**src/rtl/core/stgpe_pkg.sv**
```systemverilog
// Shared types and constants for the sector-to-group packet encoder.
// No dependencies; imported by the encoder core and its port checker.
package stgpe_pkg;

  localparam int unsigned SECTOR_BYTES = 512;
  localparam int unsigned POS_W        = $clog2(SECTOR_BYTES);
  localparam int unsigned GROUP_LEN    = 7;
  localparam int unsigned HOLD_DEPTH   = GROUP_LEN - 1;
  localparam int unsigned PHASE_W      = $clog2(GROUP_LEN);
  localparam int unsigned IDX_W        = 4;

  localparam logic [POS_W-1:0]   LAST_POS   = POS_W'(SECTOR_BYTES - 1);
  localparam logic [PHASE_W-1:0] LAST_PHASE = PHASE_W'(GROUP_LEN - 1);

  // Last beat index of each burst kind
  localparam logic [IDX_W-1:0] LEAD_LAST_IDX      = 4'd15;
  localparam logic [IDX_W-1:0] GROUP_LAST_IDX     = 4'd7;
  localparam logic [IDX_W-1:0] GROUP_END_LAST_IDX = 4'd10;

  // Sync run and begin byte
  localparam logic [7:0] LEAD_SEQ [0:6] = '{8'hFF, 8'h3F, 8'hCF, 8'hF3, 8'hFC, 8'hFF, 8'hC3};

  // Header bytes (source id sits between HDR_A and HDR_B)
  localparam logic [7:0] HDR_A = 8'h80;
  localparam logic [7:0] HDR_B = 8'h82;
  localparam logic [7:0] HDR_C = 8'h80;
  localparam logic [7:0] HDR_D = 8'h80;
  localparam logic [7:0] HDR_E = 8'h81;
  localparam logic [7:0] HDR_F = 8'hC9;
  localparam logic [7:0] HDR_FIXED_XOR = HDR_A ^ HDR_B ^ HDR_C ^ HDR_D ^ HDR_E ^ HDR_F;

  localparam logic [7:0] TOP_BIT    = 8'h80;
  localparam logic [7:0] SUM_FILL   = 8'hAA;
  localparam logic [7:0] END_BYTE   = 8'hC8;

  typedef enum logic [1:0] {
    BK_LEAD,
    BK_GROUP,
    BK_GROUP_END
  } burst_kind_t;

endpackage

```
**src/rtl/core/sector_to_group_packet_encoder.sv**
```systemverilog
// Sector-to-group packet encoder: sector bytes in, 7-to-8 encoded packet bytes out.
// Depends on stgpe_pkg (constants, burst kind enum).
//
//  channel | ports                                   | direction | beat
//  in      | in_valid, in_stall, in_data_byte,       | into core | one sector byte
//          | in_source_id                            |           |
//  out     | out_valid, out_stall, out_packet_byte,  | from core | one packet byte
//          | out_end_of_packet                       |           |
//
// Timing:
//  - Sector byte 0 opens a 16-beat burst, the seventh byte of each group an
//    8-beat burst, byte 511 an 11-beat burst; other bytes produce no beats.
//  - The out register sends one beat per cycle while out_stall is low; a new burst
//    is loaded in the cycle the previous burst's last beat leaves, so the burst
//    register plus output register set the rate: about 8 beats per 7 sector bytes.
//  - Bytes that produce no beats are taken every cycle, even while a burst drains.
//  - Reset (rst_n low, synchronous) clears position, checksum and all valid flags.
//  - A stalled out beat holds; the burst behind it waits and stalls the input
//    only when the next input byte would itself start a burst.
module sector_to_group_packet_encoder (
  input  logic       clk,
  input  logic       rst_n,
  input  logic       in_valid,
  output logic       in_stall,
  input  logic [7:0] in_data_byte,
  input  logic [7:0] in_source_id,
  output logic       out_valid,
  input  logic       out_stall,
  output logic [7:0] out_packet_byte,
  output logic       out_end_of_packet
);
  import stgpe_pkg::*;

  // Sector state
  logic [POS_W-1:0]   pos_r, pos_nxt;
  logic [PHASE_W-1:0] phase_r, phase_nxt;
  logic [7:0]         csum_r, csum_nxt;
  logic [7:0]         hold_r [HOLD_DEPTH];

  // Burst register: everything needed to replay one item's beats
  logic               burst_valid_r, burst_valid_nxt;
  burst_kind_t        burst_kind_r;
  logic [IDX_W-1:0]   burst_last_r;
  logic [IDX_W-1:0]   idx_r, idx_nxt;
  logic [7:0]         burst_data_r;
  logic [7:0]         burst_src_r;
  logic [7:0]         burst_sum_r;
  logic [7:0]         burst_hold_r [HOLD_DEPTH];

  // Output register
  logic               out_valid_r, out_valid_nxt;
  logic [7:0]         out_byte_r;
  logic               out_eop_r;

  logic               at_start, needs_burst, emit, burst_done, in_fire;
  logic [7:0]         beat_byte;
  logic               beat_eop;
  logic [PHASE_W-1:0] hold_sel;

  // A byte starts a burst when it opens the sector or closes a group
  assign at_start    = (pos_r == '0);
  assign needs_burst = at_start || (phase_r == LAST_PHASE);

  assign emit       = burst_valid_r && (!out_valid_r || !out_stall);
  assign burst_done = emit && (idx_r == burst_last_r);

  // Stall only a burst-starting byte, and only while the current burst drains
  assign in_stall = needs_burst && burst_valid_r && !burst_done;
  assign in_fire  = in_valid && !in_stall;

  // Sector position, group phase and checksum
  always_comb begin
    pos_nxt   = pos_r;
    phase_nxt = phase_r;
    csum_nxt  = csum_r;
    if (in_fire) begin
      if (at_start) begin
        pos_nxt   = POS_W'(1);
        phase_nxt = '0;
        csum_nxt  = in_source_id ^ HDR_FIXED_XOR ^ in_data_byte;
      end else begin
        phase_nxt = (phase_r == LAST_PHASE) ? '0 : phase_r + PHASE_W'(1);
        if (pos_r == LAST_POS) begin
          // Packet closes: restart position and checksum for the next sector
          pos_nxt  = '0;
          csum_nxt = '0;
        end else begin
          pos_nxt  = pos_r + POS_W'(1);
          csum_nxt = csum_r ^ in_data_byte;
        end
      end
    end
  end

  always_ff @(posedge clk) begin
    if (!rst_n) begin
      pos_r   <= '0;
      phase_r <= '0;
      csum_r  <= '0;
    end else begin
      pos_r   <= pos_nxt;
      phase_r <= phase_nxt;
      csum_r  <= csum_nxt;
    end
  end

  // Park the first six bytes of a group until the seventh arrives
  always_ff @(posedge clk) begin
    if (in_fire && !at_start && (phase_r != LAST_PHASE)) begin
      hold_r[phase_r] <= in_data_byte;
    end
  end

  // Burst control: advance the beat index, free the register on the last beat
  always_comb begin
    burst_valid_nxt = burst_valid_r && !burst_done;
    idx_nxt         = idx_r;
    if (emit && !burst_done) begin
      idx_nxt = idx_r + IDX_W'(1);
    end
    if (in_fire && needs_burst) begin
      burst_valid_nxt = 1'b1;
      idx_nxt         = '0;
    end
  end

  always_ff @(posedge clk) begin
    if (!rst_n) begin
      burst_valid_r <= 1'b0;
      idx_r         <= '0;
    end else begin
      burst_valid_r <= burst_valid_nxt;
      idx_r         <= idx_nxt;
    end
  end

  // Burst payload: snapshot the item and the group so the next group can fill
  always_ff @(posedge clk) begin
    if (in_fire && needs_burst) begin
      burst_data_r <= in_data_byte;
      burst_src_r  <= in_source_id;
      burst_sum_r  <= csum_r ^ in_data_byte;
      burst_hold_r <= hold_r;
      if (at_start) begin
        burst_kind_r <= BK_LEAD;
        burst_last_r <= LEAD_LAST_IDX;
      end else if (pos_r == LAST_POS) begin
        burst_kind_r <= BK_GROUP_END;
        burst_last_r <= GROUP_END_LAST_IDX;
      end else begin
        burst_kind_r <= BK_GROUP;
        burst_last_r <= GROUP_LAST_IDX;
      end
    end
  end

  // Beat selection for the current burst index
  assign hold_sel = PHASE_W'(idx_r - IDX_W'(1));

  always_comb begin
    beat_byte = burst_data_r | TOP_BIT;
    beat_eop  = 1'b0;
    unique case (burst_kind_r)
      BK_LEAD: begin
        unique case (idx_r)
          4'd0, 4'd1, 4'd2, 4'd3, 4'd4, 4'd5, 4'd6: beat_byte = LEAD_SEQ[idx_r[2:0]];
          4'd7:  beat_byte = HDR_A;
          4'd8:  beat_byte = burst_src_r;
          4'd9:  beat_byte = HDR_B;
          4'd10: beat_byte = HDR_C;
          4'd11: beat_byte = HDR_D;
          4'd12: beat_byte = HDR_E;
          4'd13: beat_byte = HDR_F;
          4'd14: beat_byte = {1'b1, burst_data_r[7], 6'b0};
          default: beat_byte = burst_data_r | TOP_BIT;
        endcase
      end
      BK_GROUP, BK_GROUP_END: begin
        priority if (idx_r == '0) begin
          // Gather the seven top bits, first byte of the group highest
          beat_byte = {1'b1, burst_hold_r[0][7], burst_hold_r[1][7], burst_hold_r[2][7],
                       burst_hold_r[3][7], burst_hold_r[4][7], burst_hold_r[5][7],
                       burst_data_r[7]};
        end else if (idx_r <= IDX_W'(HOLD_DEPTH)) begin
          beat_byte = burst_hold_r[hold_sel] | TOP_BIT;
        end else if (idx_r == IDX_W'(GROUP_LEN)) begin
          beat_byte = burst_data_r | TOP_BIT;
        end else if (idx_r == IDX_W'(GROUP_LEN + 1)) begin
          beat_byte = burst_sum_r | SUM_FILL;
        end else if (idx_r == IDX_W'(GROUP_LEN + 2)) begin
          beat_byte = {1'b0, burst_sum_r[7:1]} | SUM_FILL;
        end else begin
          beat_byte = END_BYTE;
          beat_eop  = 1'b1;
        end
      end
      default: begin
        beat_byte = burst_data_r | TOP_BIT;
        beat_eop  = 1'b0;
      end
    endcase
  end

  // Output register: load on emit, drop when taken
  always_comb begin
    out_valid_nxt = out_valid_r;
    if (emit) begin
      out_valid_nxt = 1'b1;
    end else if (!out_stall) begin
      out_valid_nxt = 1'b0;
    end
  end

  always_ff @(posedge clk) begin
    if (!rst_n) begin
      out_valid_r <= 1'b0;
    end else begin
      out_valid_r <= out_valid_nxt;
    end
  end

  always_ff @(posedge clk) begin
    if (emit) begin
      out_byte_r <= beat_byte;
      out_eop_r  <= beat_eop;
    end
  end

  assign out_valid         = out_valid_r;
  assign out_packet_byte   = out_byte_r;
  assign out_end_of_packet = out_eop_r;

endmodule

```
**config.mk**
```make
export PLATFORM = sky130hd
export DESIGN_NAME = sector_to_group_packet_encoder
export DESIGN_NICKNAME = d
export VERILOG_FILES = /design/src/rtl/core/stgpe_pkg.sv /design/src/rtl/core/sector_to_group_packet_encoder.sv
export SDC_FILE = /design/constraint.sdc
export NUM_CORES = 1
export LEC_CHECK = 0
export ABC_AREA = 0
export BUFFER_PORTS_ARGS = -buffer_cell sky130_fd_sc_hd__buf_4
export CORE_ASPECT_RATIO = 0.7
export CORE_MARGIN = 2
export CORE_UTILIZATION = 40
export CTS_BUF_LIST = sky130_fd_sc_hd__clkbuf_2 sky130_fd_sc_hd__clkbuf_4 sky130_fd_sc_hd__clkbuf_8
export DETAILED_ROUTE_END_ITERATION = 7
export SLEW_MARGIN = 20
export SYNTH_ARGS = -nofsm -noshare
export SYNTH_HDL_FRONTEND = slang
export SYNTH_SLANG_ARGS = --single-unit
```
**constraint.sdc**
```tcl
create_clock -name clk -period 7.05 [get_ports clk]
set_input_delay 0.705 -clock clk [delete_from_list [all_inputs] [get_ports clk]]
set_output_delay 0.705 -clock clk [all_outputs]
set_load 0.01 [all_outputs]
```
* Word-level counts from Yosys, hierarchy flattened
Memories as Yosys holds them, arrays and structs flattened.
Cells that the tools add are included.
** Word-level totals
- Input port bits :: 20
- ROM bits :: 64
- Memories kept :: 1
- Bits in registers :: 161
- Word-level logic and storage cells :: 117
** Memory list
- (no name shown) :: depth 8, bits a word 8, read ports 1, clocked after memory_dff 0, write ports 0, RTL line sector_to_group_packet_encoder.sv:166 : 4'd0, 4'd1, 4'd2, 4'd3, 4'd4, 4'd5, 4'd6: beat_byte = LEAD_SEQ[idx_r[2:0]];
** Cells by class
- Bitwise operators :: 8
- Reductions and logical operators :: 26
- Equal/unequal tests :: 21
- Multiplexer cells :: 27
- Add/sub/neg operators :: 4
- Order comparisons :: 5
** Operators by type and width (count)
- $pmux W8 S7 :: 1
- $mux W7 :: 7
- $bwmux W48 :: 1
- $mux W8 :: 5
- $eq A4 B4 Y1 const B :: 7
- $bmux W8 S3 :: 1
- $demux W8 S3 :: 1
- $mux W9 :: 2
- $eq A4 B3 Y1 const B :: 4
- $pmux W8 S2 :: 1
- $xor A8 B8 Y8 :: 2
- $ge A4 B4 Y1 const B :: 3
- $not A3 Y4 :: 3
- $logic_and A1 B1 Y1 :: 11
- $add A9 B1 Y9 const B :: 1
- $eq A9 B9 Y1 const B :: 1
- $logic_not A9 Y1 :: 1
- $eq A4 B2 Y1 const B :: 2
- $reduce_or A7 Y1 :: 1
- $mux W3 :: 2
- $logic_not A1 Y1 :: 5
- $reduce_or A5 Y1 :: 1
- $add A4 B1 Y4 const B :: 1
- $eq A4 B1 Y1 const B :: 1
- 20 further kinds :: 26

* Depth between registers and ports, before layout
- Depth after elaboration :: 10
- Gate-level depth with buffers :: 10
- Depth with buffers taken out :: 10

* Least setup slack after synthesis
Ideal clock, no wire load.
- Path kind :: reg-to-reg
- From :: reg pos_r[0]
- To :: reg burst_data_r[0], enable pin
- Data arrival time :: 4.364 ns
- Buffers on the path :: 0
- Slack :: 2.176 ns
- Cell stages (with the launch flop) :: 7
- Clock period less this slack :: 4.874 ns
- Cell sequence :: dfxtp_1 > inv_1 > ha_1 > nor4b_4 > a32oi_2 > o31ai_4 > nor2_1
** On the way
- Longest elaborated chain between the ends :: 7
** RTL lines
- from (decl) :: RTL line sector_to_group_packet_encoder.sv:35 : logic [POS_W-1:0] pos_r, pos_nxt;
- from (signal assigned) :: RTL line sector_to_group_packet_encoder.sv:101 : pos_r <= pos_nxt;
- $logic_not A9 Y1 * :: RTL line sector_to_group_packet_encoder.sv:61 : assign at_start = (pos_r == '0);
- $logic_or A1 B1 Y1 * :: RTL line sector_to_group_packet_encoder.sv:62 : assign needs_burst = at_start || (phase_r == LAST_PHASE);
- $logic_and A1 B1 Y1 (2 in series) :: RTL line sector_to_group_packet_encoder.sv:68 : assign in_stall = needs_burst && burst_valid_r && !burst_done;
- $logic_not A1 Y1 :: RTL line sector_to_group_packet_encoder.sv:69 : assign in_fire = in_valid && !in_stall;
- $logic_and A1 B1 Y1 :: RTL line sector_to_group_packet_encoder.sv:69
- $logic_and A1 B1 Y1 * :: RTL line sector_to_group_packet_encoder.sv:139 : if (in_fire && needs_burst) begin
- to (signal assigned) :: RTL line sector_to_group_packet_encoder.sv:140 : burst_data_r <= in_data_byte;
- to (decl) :: RTL line sector_to_group_packet_encoder.sv:45 : logic [7:0] burst_data_r;
Mark *: on every way between the ends. The rest lies on a longest branch, timed or not.
A chain may end at the register's enable or synchronous reset.

* Final worst setup path
- From :: reg idx_r[0]
- To :: reg out_byte_r[3] (netlist: out_packet_byte[3]), data pin
** On the way
- Longest elaborated chain between the ends :: 8
** RTL lines
- from (decl) :: RTL line sector_to_group_packet_encoder.sv:44 : logic [IDX_W-1:0] idx_r, idx_nxt;
- from (signal assigned) :: RTL line sector_to_group_packet_encoder.sv:133 : idx_r <= idx_nxt;
- $sub A3 B1 Y3 :: RTL line sector_to_group_packet_encoder.sv:158 : assign hold_sel = PHASE_W'(idx_r - IDX_W'(1));
- via hold_sel[0] :: RTL line sector_to_group_packet_encoder.sv:58 : logic [PHASE_W-1:0] hold_sel;
- $not A3 Y4 (implied by the code) :: RTL line sector_to_group_packet_encoder.sv:185 : beat_byte = burst_hold_r[hold_sel] | TOP_BIT;
- $bmux W8 S3 :: RTL line sector_to_group_packet_encoder.sv:185
- $mux W7 (implied by the code) (2 in series) :: RTL line sector_to_group_packet_encoder.sv:185
- $mux W7 :: RTL line sector_to_group_packet_encoder.sv:184 : end else if (idx_r <= IDX_W'(HOLD_DEPTH)) begin
- $mux W7 :: RTL line sector_to_group_packet_encoder.sv:179 : priority if (idx_r == '0) begin
- $pmux W8 S2 :: RTL line sector_to_group_packet_encoder.sv:163 : unique case (burst_kind_r)
- via beat_byte[3] :: RTL line sector_to_group_packet_encoder.sv:56 : logic [7:0] beat_byte;
- to (signal assigned) :: RTL line sector_to_group_packet_encoder.sv:224 : out_byte_r <= beat_byte;
- to (decl) :: RTL line sector_to_group_packet_encoder.sv:52 : logic [7:0] out_byte_r;
The timed path passes the listed nets, and every way through them passes these cells. The select of a mux whose other input is x is not followed.

==> reports/metrics.sh <==
DIE-WIDTH_UM=159.2
GRT_PASS1_VIAS=4009
FINALWIRELENGTH_UM=15430
GRT_START_MAX_NET_PINS=59
POST-ROUTE-PERIOD-UTIL=0.4823
MULTIINPUTGATEAREA_UM2=2079
SYNTHCELLS=484
AVGVIACOUNTPERCELL=5.337
TRITONCTS_CLOCK_TREE='yes'
PORT_BUFFERS=30
AREA_OF_THE_MAPPED_NETLIST_UM2=6741
SETUP.WORST_PATH.END='out_packet_byte[3]$_DFFE_PP_'
PLEAK_nW=2.655
HOLDWS_PS=422.0
DP_CELLS=722
POST-ROUTE-DRC-COUNT=0
CLKSINKCOUNT=159
TRACK_USAGE=0.1806
CORE.ROWCOUNT=39
POSTCTSSETUPREPAIRBUFS=0
CTS_ROOT_BUFFER='clkbuf_8'
TIMING.CRITICAL_PATH.TO_TYPE='register'
POSTROUTEANTENNANETS=0
IRDROPWORSTVDD_uV=103.0
CRIT_TYPE='reg2reg'
POST-SYNTH-TOP-COUNT-CELL='edfxtp_1'
CAP_VIOLATIONS=0
R2R_START='idx_r[0]$_SDFFE_PP0P_'
CTS_INSERTED_BUFFERS=17
TIMING.FINAL.WS_SETUP_PS=3650
DP_HPWL_UM=10680
R2R-END='out_packet_byte[3]$_DFFE_PP_'
VIA_COUNT=4024
SKEW_PAIR_LATE_INSERTION_DELAY_PS=450
ARRIVAL_TIME_OF_THE_WORST_SETUP_PATH_PS=3590
SYNTH_LARGEST_TYPE_AREA_FRACTION=0.5924
YS_FF_LATCH=159
TIMING.FMAX_GHz=0.2941
SYNTH-EDFF-COUNT=133
FINALCLOCKSKEW_PS=9.888
CTS_RESIZED=0
INSTANCES_NO_FILL=754
CRITPATHSLOWESTCELL='dfxtp_1'
CTS_MAX_LEVEL=4
FINAL-SETUP-VIOL-COUNT=0
AVERAGE_WIRE_PER_CELL_IN_THE_ROUTED_DESIGN_UM=20.47
DIE_AREA_UM2=17920
TIMING_HOLD_VIOLATIONS_FINAL=0
INSERTEDDIODECOUNT=0
CTS.HOLD.BUFFERS_ADDED=0
ANTENNA_VIOLATIONS_BEFORE_REPAIR=0
AREA_GROWTH_SYN_TO_LAYOUT_PCT=12.94
REMAINING_GLOBAL_ROUTE_OVERFLOW=0
POST_ROUTE_TOTAL_POWER_mW=2.011
SLEW-LIMIT-HEADROOM=0.2804
LAYOUT-DRIVE-GT1-SHARE=0.1607
WORSTHOLDPATHTYPE='reg2reg'
CRITICAL_PATH.CELL_CHAIN='inv_1, ha_1, or2_2, o31ai_1, nor3b_1, o21ai_0, nand3_1'
CORE_REGION_AREA_UM2=16400
MAX_SLEW.WORST_PIN.SLEW_PS=1075
MAX-CLOCK-PATH-BUFFERS=2
MAX_STAGE_DELAY_PS=860
SYNTH_LARGEST_AREA_CELL='edfxtp_1'
OUTCOME='finished, final reports clean'
INITIAL_CORE_UTIL=0.4112
NETS=547
FF2FF_SETUP_SLACK_PS=3650
REPORT.FINAL.SLEW_VIOL_COUNT=0
FIRSTDRTPASSITERS=5
DP_SLACK_PS=3705
GP_CONGESTION=0.8693
POST_SYNTH.CELL_AREA_AVG_UM2=13.93
FINAL_PERIOD_MINUS_WORST_SETUP_SLACK_PS=3400
WORSTSETUPSTARTPOINT='idx_r[0]$_SDFFE_PP0P_'
REGAREA_UM2=4514
POWER-PER-CELL-AREA_nW_PER_UM2=264.2
IO_PINS=31
CLK_TRANSITION_REPORTED_PATHS_PS=80
DIEHEIGHT_UM=112.6
SYNTH_TOP_CELLS_BY_COUNT='edfxtp_1 (133), nand2_1 (37), dfxtp_1 (26), mux2i_1 (20), o21ai_0 (20)'
SYNTH_AREA_LEADERS='edfxtp_1 (59%), dfxtp_1 (7.7%), mux2i_1 (3.0%)'
WORSTPATHMAXFANOUT=19
YOSYSWARNINGCOUNT=0
SETUP_REPAIR_AFTER_GLOBAL_ROUTING_MISSED_ITS_MARGIN='no'
NUMBER_OF_NETS_PRODUCED_BY_SYNTHESIS=515
TIMING.CRITICAL_PATH.FROM_TYPE='register'
DRTITER0DRC=353
FINAL.FILL_COUNT=1483
CP_DATA_REQUIRED_TIME_PS=7240
YOSYSSEQAREASHARE=0.6696
SYNTH_TOP_FLOP_CELL='edfxtp_1'
SYNTH_ASYNC_SR_FLOP_SHARE=0
WORST_R2R_PATH_DEPTH=7
SYNTH.LIB_CELLS_USED.DISTINCT=57
FIRST_PASS_GRT_WIRE_LENGTH_UM=24030
FIN_TNS_SETUP_PS=0
## layout by cell type (no fill, tap or decap), drive strengths merged, types with 17 or more instances in the layout
cell type,netlist,routed
edfxtp,133,133
nand2,37,37
buf,9,35
dfxtp,26,26
inv,15,21
o21ai,20,20
mux2i,20,20
nor2,19,19
a21oi,18,18
clkbuf,13,17
## where the power goes
part           switching (mW)  internal (mW)
Combinational           0.134         0.0850
Clock                   0.365          0.326
Sequential             0.0265           1.07
Total                   0.525           1.49
## final cells by class
| class | count | area share |
|---|---|---|
| well taps | 225 | 0.03698 |
| clock inverters | 15 | 0.02334 |
| inverters | 17 | 0.008381 |
| multi-input cells | 286 | 0.2731 |
| repair buffers | 35 | 0.03451 |
| clock buffers | 17 | 0.03073 |
| flip-flops and latches | 159 | 0.5929 |
## worst min path at each step
stage / startpoint / endpoint / slack [ps] / cells past startpoint
5_1_grt: in_source_id[4] / burst_src_r[4]$_DFFE_PP_ / 420 / 1
3_3_place_gp: hold_r[7]$_DFFE_PP_ / burst_hold_r[7]$_DFFE_PP_ / 400 / 0
6_report: hold_r[34]$_DFFE_PP_ / burst_hold_r[34]$_DFFE_PP_ / 420 / 0
4_1_cts: in_source_id[6] / burst_src_r[6]$_DFFE_PP_ / 420 / 1
2_1_floorplan: hold_r[0]$_DFFE_PP_ / burst_hold_r[0]$_DFFE_PP_ / 400 / 0
3_5_place_dp: hold_r[12]$_DFFE_PP_ / burst_hold_r[12]$_DFFE_PP_ / 400 / 0
## kinds of logic (layout without fill, tap and decap cells)
| logic type | Yosys count | after routing | share of synthesized area |
|---|---|---|---|
| flip-flops | 159 | 159 | 0.6696 |
| AND/OR/NAND/NOR | 123 | 123 | 0.09744 |
| AO/OA/AOI/OAI | 104 | 104 | 0.1119 |
| buffers and inverters | 39 | 84 | 0.02487 |
| multiplexers | 28 | 28 | 0.04974 |
| XOR/XNOR | 20 | 20 | 0.02598 |
| adder cells (fa/ha/maj) | 11 | 11 | 0.02042 |
## stage by stage
step                      instance area (um2)    util
after floorplan                          6741       -
after global placement                   7202  0.4393
after detailed placement                 7202  0.4393
after CTS                                7614  0.4644
after global routing                     7614  0.4644
final                                    7614  0.4644
## state kept, by name (all words and copies together), names as in the netlist, 8 cells and up
register	flops
burst_src_r	8
hold_r	48
out_packet_byte	8
pos_r	9
burst_data_r	8
burst_hold_r	48
burst_sum_r	8
csum_r	8
## metal layers
metal / vias up / global-route usage / routed length (um)
li1: 1902 / - / -
met1: 2008 / 0.2792 / 7977
met2: 104 / 0.2470 / 6414
met3: 10 / 0.05063 / 907
met4: 0 / 0.04848 / 133
met5: - / 0 / 0
## critical path: cells and delay by family, from the launching register on
kind            cells  cell delay, ps
simple gates        3             650
buf+inv             1             330
fa+ha+maj           1             500
flops               1             860
compound gates      2             790
(Power assumes the default switching activity.)
